## src/rtl/core/lztb_pkg.sv

```systemverilog
// Shared types and constants for the tag-bit LZ decompressor.
`default_nettype none
package lztb_pkg;

    localparam int unsigned WINDOW_BYTES_DEF = 65536;

    localparam logic [1:0] OP_START = 2'd0;
    localparam logic [1:0] OP_FEED  = 2'd1;
    localparam logic [1:0] OP_DRAIN = 2'd2;

    localparam logic [2:0] ST_ACCEPTED = 3'd0;
    localparam logic [2:0] ST_BYTE     = 3'd1;
    localparam logic [2:0] ST_NEED     = 3'd2;
    localparam logic [2:0] ST_FINISHED = 3'd3;
    localparam logic [2:0] ST_ERROR    = 3'd4;

    localparam logic [31:0] CLS0_C1 = 32'hFFFFC060;
    localparam logic [31:0] CLS0_C2 = 32'hFFFFFC60;
    localparam logic [31:0] CLS1_C1 = 32'hFFFF8180;
    localparam logic [31:0] CLS1_C2 = 32'hFFFFF980;
    localparam logic [31:0] CLS2_C1 = 32'hFFFF8300;
    localparam logic [31:0] CLS2_C2 = 32'hFFFFFB00;
    localparam logic [23:0] CLASS_LIMIT_A = 24'h010000;
    localparam logic [23:0] CLASS_LIMIT_B = 24'h040000;
    localparam logic [31:0] OFS_LIMIT = 32'h3FFFFFFF;

    typedef enum logic [3:0] {
        PH_IDLE, PH_FIRST, PH_TAG, PH_LIT, PH_OFS_A, PH_OFS_B, PH_OFS_BITS,
        PH_LEN2_A, PH_LEN2_B, PH_LEN_A, PH_LEN_B, PH_COPY, PH_DONE, PH_ERROR
    } phase_t;

    // Controller to datapath commands.
    typedef struct packed {
        logic       start;     // arm a new section
        logic       feed;      // load held byte
        logic       step;      // run one decode step
        logic       rd_issue;  // issue history read for copy
        logic       copy_emit; // emit history read data
    } cmd_t;

    // Datapath to controller status.
    typedef struct packed {
        logic       done;      // step produced a result
        logic [2:0] status;
        logic [7:0] obyte;
        logic       last;
        logic       copy_next; // next step is a history copy
    } dp_stat_t;

endpackage
`default_nettype wire

```

## src/rtl/core/lztb_ctrl.sv

```systemverilog
// Controller state machine: sequences drain steps and the output register.
`default_nettype none
module lztb_ctrl (
    input  wire logic                clk,
    input  wire logic                rst_n,
    input  wire logic                in_valid,
    output logic                     in_ready,
    input  wire logic [1:0]          operation,
    output logic                     out_valid,
    input  wire logic                out_ready,
    output logic [2:0]               status,
    output logic [7:0]               out_byte,
    output logic                     last,
    output lztb_pkg::cmd_t           cmd,
    input  wire lztb_pkg::dp_stat_t  dstat
);
    import lztb_pkg::*;

    typedef enum logic [3:0] {
        S_IDLE = 4'b0001,
        S_STEP = 4'b0010,
        S_RD   = 4'b0100,
        S_CP   = 4'b1000
    } cstate_t;

    cstate_t    state_reg, state_next;
    logic       ov_reg, ov_next;
    logic [2:0] st_reg, st_next;
    logic [7:0] ob_reg, ob_next;
    logic       lt_reg, lt_next;
    logic       accept;

    assign in_ready = (state_reg == S_IDLE) && (!ov_reg || out_ready);
    assign accept = in_valid && in_ready;
    assign out_valid = ov_reg;
    assign status = st_reg;
    assign out_byte = ob_reg;
    assign last = lt_reg;

    always_comb
    begin
        state_next = state_reg;
        ov_next = ov_reg && !out_ready;
        st_next = st_reg;
        ob_next = ob_reg;
        lt_next = lt_reg;
        cmd = '0;
        case (state_reg)
            S_IDLE:
            begin
                if (accept)
                begin
                    if (operation == OP_DRAIN)
                    begin
                        state_next = dstat.copy_next ? S_RD : S_STEP;
                    end
                    else
                    begin
                        cmd.start = (operation == OP_START);
                        cmd.feed = (operation == OP_FEED);
                        ov_next = 1'b1;
                        st_next = ST_ACCEPTED;
                        ob_next = '0;
                        lt_next = 1'b0;
                    end
                end
            end
            S_STEP:
            begin
                cmd.step = 1'b1;
                if (dstat.done)
                begin
                    state_next = S_IDLE;
                    ov_next = 1'b1;
                    st_next = dstat.status;
                    ob_next = dstat.obyte;
                    lt_next = dstat.last;
                end
                else if (dstat.copy_next)
                begin
                    state_next = S_RD;
                end
            end
            S_RD:
            begin
                cmd.rd_issue = 1'b1;
                state_next = S_CP;
            end
            S_CP:
            begin
                cmd.copy_emit = 1'b1;
                state_next = S_IDLE;
                ov_next = 1'b1;
                st_next = dstat.status;
                ob_next = dstat.obyte;
                lt_next = dstat.last;
            end
            default:
            begin
                state_next = S_IDLE;
            end
        endcase
    end

    always_ff @(posedge clk or negedge rst_n)
    begin
        if (!rst_n)
        begin
            state_reg <= S_IDLE;
            ov_reg <= 1'b0;
            st_reg <= ST_ACCEPTED;
            ob_reg <= '0;
            lt_reg <= 1'b0;
        end
        else
        begin
            state_reg <= state_next;
            ov_reg <= ov_next;
            st_reg <= st_next;
            ob_reg <= ob_next;
            lt_reg <= lt_next;
        end
    end
endmodule
`default_nettype wire

```

## config.mk

```make
export PLATFORM = sky130hd
export DESIGN_NAME = lztb_ctrl
export DESIGN_NICKNAME = d
export VERILOG_FILES = /design/src/rtl/core/lztb_pkg.sv /design/src/rtl/core/lztb_ctrl.sv
export SDC_FILE = /design/constraint.sdc
export NUM_CORES = 1
export LEC_CHECK = 0
export ABC_CLOCK_PERIOD_IN_PS = 1600
export BUFFER_PORTS_ARGS = -buffer_cell sky130_fd_sc_hd__buf_4
export CELL_PAD_IN_SITES_DETAIL_PLACEMENT = 0
export CELL_PAD_IN_SITES_GLOBAL_PLACEMENT = 1
export CORE_ASPECT_RATIO = 1.75
export CORE_MARGIN = 10
export CORE_UTILIZATION = 27
export DETAILED_ROUTE_END_ITERATION = 7
export GPL_TIMING_DRIVEN = 0
export PLACE_DENSITY = 0.6
export SYNTH_ARGS = -nofsm -noshare
export SYNTH_HDL_FRONTEND = slang
export SYNTH_SLANG_ARGS = --single-unit
export TNS_END_PERCENT = 30
```

## constraint.sdc

```tcl
create_clock -name clk -period 1.6 [get_ports clk]
set_input_delay 0.08 -clock clk [delete_from_list [all_inputs] [get_ports clk]]
set_output_delay 0.08 -clock clk [all_outputs]
set_load 0.02 [all_outputs]
```

* After elaboration in Yosys (flattened, before gate mapping) *
Index checks and enable logic that the tools add are counted.

word-level totals
  register bits after elaboration = 17
  input bits = 20
  output and inout port bits = 19
  word-level logic and storage cells = 54

operators by class
  equality and inequality tests = 11
  mux-type cells = 28
  reduce and logical (&&, ||, !) cells = 10

operator list
  operator                                                                 number
  8-bit two-way mux                                                        3
  8-bit one-hot mux with 3 select lines                                    1
  4-bit two-way mux                                                        4
  3-bit two-way mux                                                        4
  4-bit one-hot mux with 3 select lines                                    1
  1-bit two-way mux                                                        9
  3-bit one-hot mux with 3 select lines                                    1
  2-bit two-way mux                                                        3
  2-bit inequality test, second input constant                             3
  1-bit one-hot mux with 3 select lines                                    2
  4-bit by 1-bit == test with 1-bit output, second input constant          1
  4-bit by 2-bit == test with 1-bit output, second input constant          1
  4-bit by 3-bit == test with 1-bit output, second input constant          1
  4-bit == test, second input constant                                     1
  4-bit AND reduction                                                      1
  1-bit logical AND                                                        3
  3-bit inequality test, second input constant                             1
  3-bit AND reduction                                                      1
  3-bit nonzero test                                                       1
  2-bit by 1-bit == test with 1-bit output, second input constant          1
  2-bit == test, second input constant                                     1
  1-bit logical NOT                                                        2
  2-bit logical NOT                                                        1
  2-bit by 1-bit inequality test with 1-bit output, second input constant  1
  1-bit logical OR                                                         1

* Logic depth before layout (Yosys ltp) *
Gate-level depths: netlist of the first run.

  depth after elaboration = 6
  depth in mapped cells = 5
  gate-level depth less buffers = 3

* Worst setup path before layout of the first run *
No wires, ideal clock.

  path kind = flip-flop to flip-flop
  start point = register state_reg[1]
  end point = register state_reg[0]
  arrival time = 1.557 ns
  required time = 1.522 ns
  path slack = -0.035 ns
  stages on the path, launching flop included = 3
  buffers on the path = 0
  clock period less this slack = 1.635 ns
  cells stage by stage = dfrtp_1 nor4b_1 and3b_1

between the ends
  cells in the longest elaborated chain, start to end = 5
  elaborated cells on any way between the ends = 10

RTL lines
  element                                   line                              source
  from (decl)                               lztb_ctrl.sv:26                   cstate_t state_reg, state_next;
  from (signal assigned)                    lztb_ctrl.sv:117                  state_reg <= state_next;
  4-bit by 1-bit == test with 1-bit output  lztb_ctrl.sv:33, lztb_ctrl.sv:48
  1-bit logical AND                         lztb_ctrl.sv:33                   assign in_ready = (state_reg == S_IDLE) && (!ov_reg || out_ready);
  1-bit logical AND                         lztb_ctrl.sv:34                   assign accept = in_valid && in_ready;
  2-bit inequality test (no line)           --
  3-bit AND reduction (no line)             --

Parallel ways exist; a longest one is shown, timed or not.
A chain may end at the register's enable or synchronous reset.

==> impl_metrics.ini, run 1 <==
[outcome]
status = finished with violations
failed_checks = negative setup slack

[yosys]
synthArstFlopShare_pct = 100
synth.area.top_cells = dfrtp_1 (39%), o211ai_1 (17%), o311ai_1 (7.6%)
synth_top_area_cell = dfrtp_1
synth.top_cell.area_share_pct = 38.8
synth_cell_types = 31
syn_area_mm2 = 0.00103
synthTopCellsByCount = o211ai_1 (24), dfrtp_1 (16), inv_1 (13)
synth-main-ff-cell = dfrtp_1
synth_cells = 101
syn_nets = 121
avgSynthCellArea_um2 = 10.2
synth_enable_flop_cells = 0
yosysSeqAreaShare_pct = 41.3
yosys_warnings = 0
ys_ff_latch = 17
synth_most_common_cell = o211ai_1

[timing]
worst_slack_ns = -0.0642
finalHoldViolations = 0
fin_crit_sh_pct = 104
max_freq_mhz = 601
slew_violations = 0
setup_viol = 3
slew_headroom_pct = 68.9
fin_worst_skew_ns = 0.00463
period_needed_ns = 1.66
tightest_slew_ns = 0.467
rsz0062_at_grt = yes
setup_tns_ns = -0.135

[drt]
wl_met2_mm = 1.74
wl_per_cell_um = 16.5
drc = 0
postRouteAntennaNets = 0
wl_mm = 3.31
m1WireLength_mm = 1.31
highest_layer = met4
vias = 1007
wl_met3_um = 226
vias_per_cell = 5.04
drtIter0Drc = 49
drtPass1Iterations = 4

[worst_setup_path]
cp.buffers_inverters = 2
critPathMostFrequentCell = buf_4
crit_fanout = 4
cp.arrival_ns = 1.58
critical_path_class = reg2out
critPathMaxStageDelay_ns = 0.57
cp-end-kind = output port
setup.worst_path.start_class = flip-flop
critPathRequiredTime_ns = 1.52
critPathSlowestCell = dfstp_2
crit_chain = nor4b_4 > buf_4 > nand3_2 > nor3b_2 > buf_4
critical_path.top_delay_family = flip-flops

[finish]
drive_gt1_share_pct = 44.2
diodes = 0
areaGrowthSynthToFinish_pct = 48.7
largest_reg_flops = 8
fin_nets = 175
final_cells = 200
n_fill_cell = 377
finish.utilization_pct = 41.9

[grt]
antenna_found_initial = 0
grt.total_usage_pct = 9.97
grt_pass1_wl_mm = 5.34
grt_pass1_vias = 1077
overflow = 0
grt_max_degree = 18

[power]
p_sw_mw = 0.284
p_int_mw = 0.727
comb_power_share_pct = 22.8
swShare_pct = 28.1
power_frac_clock_pct = 32.6
power_frac_seq_pct = 44.6
vdd_drop_max_mv = 0.375
p_leak_nw = 0.662
power.density_mw_per_mm2 = 659

[floorplanning]
fp.dieH_um = 102
die-width_um = 66.7
pin_count = 39
initial_utilization_pct = 28.2
die_area_mm2 = 0.00679
core-area_mm2 = 0.00366
row_count = 29

[clock_network]
clock_latency_ns = 0.25
cts-root-buf = clkbuf_8
h-tree-depth = 1
tritoncts = done
clkTransAtPathRegs_ns = 0.07
cts_made_buffers = 3
cts.sinks = 17
clockBufferDepth = 2

[place]
dp.cells = 185
place.gp.congestion = 0.704
post-dp-hpwl_mm = 2.49
io_buffers = 38

[hold_path]
min_path_type = in2reg

[flow_run]
drv_cap = 0
-- layout by cell type (no fill, tap or decap) --
| master | netlist | routed |
|---|---|---|
| buf_4 | 1 | 47 |
| o211ai_1 | 24 | 24 |
| dfrtp_1 | 16 | 14 |
| inv_1 | 13 | 13 |
| o311ai_1 | 9 | 9 |
| buf_6 | 1 | 3 |
| clkbuf_1 | 4 | 3 |
| o311ai_0 | 3 | 3 |
| clkbuf_8 | 0 | 3 |
| nor2_1 | 2 | 2 |
| buf_2 | 3 | 2 |
| nor4b_1 | 2 | 2 |
| and3b_1 | 2 | 2 |
| dlygate4sd3_1 | 0 | 2 |
| dfrtp_2 | 0 | 2 |
| clkbuf_4 | 0 | 1 |
| nor2b_2 | 0 | 1 |
| and2_1 | 2 | 1 |
| nor4b_2 | 1 | 1 |
| nor4b_4 | 1 | 1 |
| or2b_1 | 1 | 1 |
| nand3_2 | 0 | 1 |
| nor3b_2 | 1 | 1 |
| xor2_1 | 1 | 1 |
| nand4bb_1 | 1 | 1 |
| o2bb2ai_2 | 1 | 1 |
| and2b_1 | 1 | 1 |
| o21ai_0 | 1 | 1 |
| nor2b_1 | 2 | 1 |
| a21o_1 | 1 | 1 |
| and2_4 | 0 | 1 |
| nor3_1 | 1 | 1 |
| nand2b_1 | 1 | 1 |
| nand4_2 | 1 | 1 |
| a21oi_1 | 1 | 1 |
| a21boi_1 | 1 | 1 |
| clkinv_2 | 0 | 1 |
| dfstp_2 | 1 | 1 |
-- per-stage QoR --
step	cell area, um2	setup WS (ns)	power, mW	hold slack [ns]
floorplan	1030	-0.0348	0.557	-0.216
global placement	1380	-0.0512	0.654	-0.0370
detailed placement	1380	-0.0902	0.655	-0.0337
CTS	1500	-0.166	1.01	0.0988
global route	1540	-0.109	1.05	0.112
finish	1540	-0.0642	1.01	0.101
-- worst reg2reg max path, cell delays in order, from the launching register on --
cell and delay [ns]:
dfstp_2 0.57, buf_4 0.12, xor2_1 0.15, o2bb2ai_2 0.17
buf_4 0.23, o211ai_1 0.10
-- path summary, 6_finish.rpt --
kind | from | endpoint | slack [ns] | cells past startpoint
worst min-delay path | dstat[5] | out_byte[3]$_DFFE_PN0P_ | 0.10 | 3
min in group asynchronous | rst_n | state_reg[1]$_DFFE_PN0P_ | 0.23 | 2
worst max register to register | state_reg[0]$_DFFE_PN1P_ | out_byte[0]$_DFFE_PN0P_ | 0.11 | 5
worst max-delay path | state_reg[0]$_DFFE_PN1P_ | cmd[3] | -0.06 | 5
worst min register to register | state_reg[1]$_DFFE_PN0P_ | state_reg[3]$_DFFE_PN0P_ | 0.56 | 1
max in group asynchronous | rst_n | state_reg[0]$_DFFE_PN1P_ | 1.11 | 2
-- metal layers --
layer | track usage (%) | up-vias
li1 | - | 499
met1 | 10.6 | 481
met2 | 17.4 | 25
met3 | 3.31 | 2
met4 | 3.73 | 0
met5 | 0 | -
-- cell families after synthesis --
group | after synthesis | synth area share, %
AOI/OAI and AO/OA | 41 | 31.5
xor gates and xnor gates | 1 | 0.849
buffers and inverters | 22 | 9.45
DFF | 17 | 41.3
and+or+nand+nor | 20 | 16.8
-- area by class of cell --
type	count	area, um2	area share [%]
multi-input combinational	62	518	33.7
buffer	9	58.8	3.83
tap	46	57.6	3.75
clock inverter	1	5.00	0.326
clock buffer	3	41.3	2.69
sequential	17	429	28.0
timing repair buffer	49	377	24.5
inverter	13	48.8	3.18
-- power by group through the flow --
| stage | clock network [mW] | logic [mW] | registers, mW |
|---|---|---|---|
| after floorplan | 0 | 0.0896 | 0.467 |
| after detailed placement | 0 | 0.195 | 0.461 |
| after global routing | 0.352 | 0.248 | 0.453 |
| final | 0.330 | 0.230 | 0.451 |
| after CTS | 0.342 | 0.216 | 0.451 |
| after global placement | 0 | 0.194 | 0.460 |
-- timing repair --
| action | in CTS | in global routing |
|---|---|---|
| endpoints found under the setup margin | 6 | 18 |
| gates cloned | 0 | 0 |
| resized for setup | 6 | 5 |
| hold buffers | 2 | 0 |
| pin swaps | 3 | 1 |
| setup buffers | 5 | 4 |
| endpoints found under the hold margin | 18 | 0 |
(Power assumes the default switching activity.)
==> run 2: changes to the inputs <==
--- a/config.mk
+++ b/config.mk
@@ -12,8 +12,8 @@
 export CORE_ASPECT_RATIO = 1.75
 export CORE_MARGIN = 10
 export CORE_UTILIZATION = 27
+export CTS_CLUSTER_DIAMETER = 120
 export DETAILED_ROUTE_END_ITERATION = 7
-export GPL_TIMING_DRIVEN = 0
 export PLACE_DENSITY = 0.6
 export SYNTH_ARGS = -nofsm -noshare
 export SYNTH_HDL_FRONTEND = slang
==> impl_metrics.ini, run 2 (synthesized netlist as in run 1, its figures left out) <==
[worst_setup_path]
critPathRequiredTime_ns = 1.52
rr_worst_depth = 8
critPathSlowestCell = dfrtp_1
critPathMostFrequentCell = buf_6
crit_fanout = 5
r2r_slack_ns = 0.04
critical_path.top_delay_family = buffers and inverters
rr_startpoint = state_reg[3]$_DFFE_PN0P_
cp.arrival_ns = 1.55
crit_chain = buf_6 > nor4b_4 > buf_4 > buf_6 > and2_4 > buf_6
critical_path_class = reg2out
r2r-end = out_byte[0]$_DFFE_PN0P_
setup.worst_path.start_class = flip-flop
cp-end-kind = output port
cp.buffers_inverters = 4
critPathMaxStageDelay_ns = 0.42

[drt]
drtPass1Iterations = 4
postRouteAntennaNets = 0
vias_per_cell = 5.10
wl_mm = 3.54
vias = 1014
wl_met2_mm = 1.88
drc = 0
drtIter0Drc = 25
wl_per_cell_um = 17.8
m1WireLength_mm = 1.44
wl_met3_um = 179
highest_layer = met4

[timing]
finalHoldViolations = 0
max_freq_mhz = 614
fin_worst_skew_ns = 0.00567
rsz0062_at_grt = yes
slew_headroom_pct = 64.5
period_needed_ns = 1.63
slew_violations = 0
fin_crit_sh_pct = 102
tightest_slew_ns = 0.531
setup_viol = 2
worst_slack_ns = -0.0294

[power]
p_total_mw = 1.04
comb_power_share_pct = 25.0
p_sw_mw = 0.299
p_int_mw = 0.743
power_frac_seq_pct = 43.1
power.density_mw_per_mm2 = 649
p_leak_nw = 0.684
vdd_drop_max_mv = 0.336
power_frac_clock_pct = 32.0
swShare_pct = 28.7

[outcome]
status = finished with violations
failed_checks = negative setup slack

[hold_path]
min_path_cells = 3
min_from = dstat[9]
min_path_type = in2reg
min_to = out_byte[7]$_DFFE_PN0P_

[floorplanning]
initial_utilization_pct = 28.2
core-area_mm2 = 0.00366
die-width_um = 66.7
row_count = 29
die_area_mm2 = 0.00679
pin_count = 39
fp.dieH_um = 102

[grt]
antenna_found_initial = 0
grt.total_usage_pct = 10.3
grt_pass1_wl_mm = 5.51
grt_max_degree = 18
overflow = 0
grt_pass1_vias = 1110

[clock_network]
cts.sinks = 17
h-tree-depth = 1
clock_latency_ns = 0.26
clkTransAtPathRegs_ns = 0.07
tritoncts = done
clockBufferDepth = 2
cts-root-buf = clkbuf_8
cts_made_buffers = 3

[place]
place.gp.congestion = 0.754
io_buffers = 38
post-dp-hpwl_mm = 2.51
place_ws_ns = -0.0308
dp.cells = 184

[finish]
largest_reg_flops = 8
layout_common_cells = buf_4 (50), o211ai_1 (24), dfrtp_1 (16)
diodes = 0
fin_nets = 174
final_cells = 199
finish.utilization_pct = 43.8
final_common_cell = buf_4
drive_gt1_share_pct = 45.1
n_fill_cell = 351
areaGrowthSynthToFinish_pct = 55.5

[flow_run]
drv_cap = 0
run 2: cell types whose count changed in the layout (fill, tap and decap cells not counted), sizes merged:
cell,before,now
buf,52,54
clkbuf,7,4
run 2: worst max path at each step:
stage	depth (start not counted)	slack, ns	from	to
2_1_floorplan	2	-0.03	state_reg[1]$_DFFE_PN0P_	state_reg[0]$_DFFE_PN1P_
3_3_place_gp	3	-0.003	state_reg[3]$_DFFE_PN0P_	out_byte[6]$_DFFE_PN0P_
3_5_place_dp	3	-0.03	state_reg[3]$_DFFE_PN0P_	status[0]$_DFFE_PN0P_
4_1_cts	5	-0.03	state_reg[3]$_DFFE_PN0P_	cmd[3]
5_1_grt	5	-0.13	state_reg[3]$_DFFE_PN0P_	cmd[3]
6_report	6	-0.03	state_reg[3]$_DFFE_PN0P_	in_ready
run 2: routing by layer:
metal	up-vias	track usage, %
li1	502	-
met1	481	11.3
met2	27	18.2
met3	4	2.65
met4	0	3.40
met5	-	0
run 2: area by class of cell:
cell class	instances	area, um2	area share [%]
Multi-Input combinational cell	62	557	34.7
Timing Repair Buffer	57	469	29.2
Sequential cell	17	427	26.6
Tap cell	46	57.6	3.59
Inverter	13	48.8	3.04
Clock buffer	3	41.3	2.57
Clock inverter	1	5.00	0.312
run 2: worst register-to-register path, cell delays in order, from the launching register on:
cell,delay (ns)
dfrtp_1,0.42
buf_6,0.13
nor4b_4,0.24
buf_4,0.16
buf_6,0.11
buf_4,0.11
clkbuf_16,0.13
o311ai_1,0.08
o211ai_1,0.10
run 2: power groups by stage:
stage	registers (mW)	logic, mW	clock network (mW)
floorplan	0.467	0.0896	0
global placement	0.458	0.196	0
detailed placement	0.459	0.199	0
CTS	0.449	0.234	0.344
global route	0.450	0.278	0.365
finish	0.449	0.260	0.333
run 2: repair_timing:
item | CTS | global route
setup buffers | 7 | 2
hold buffers | 2 | 0
endpoints found under the hold margin | 18 | 0
gates resized for setup | 8 | 7
cloned | 0 | 1
setup endpoints to repair | 17 | 20
pin swaps | 3 | 2
run 2: stage by stage:
step                TNS [ns]  hold WS (ns)  cell area (um2)
finish               -0.0581        0.0997             1610
global route          -0.768         0.111             1610
CTS                  -0.0764        0.0993             1540
detailed placement    -0.174       -0.0336             1390
global placement    -0.00289       -0.0380             1390
floorplan            -0.0605        -0.216             1030
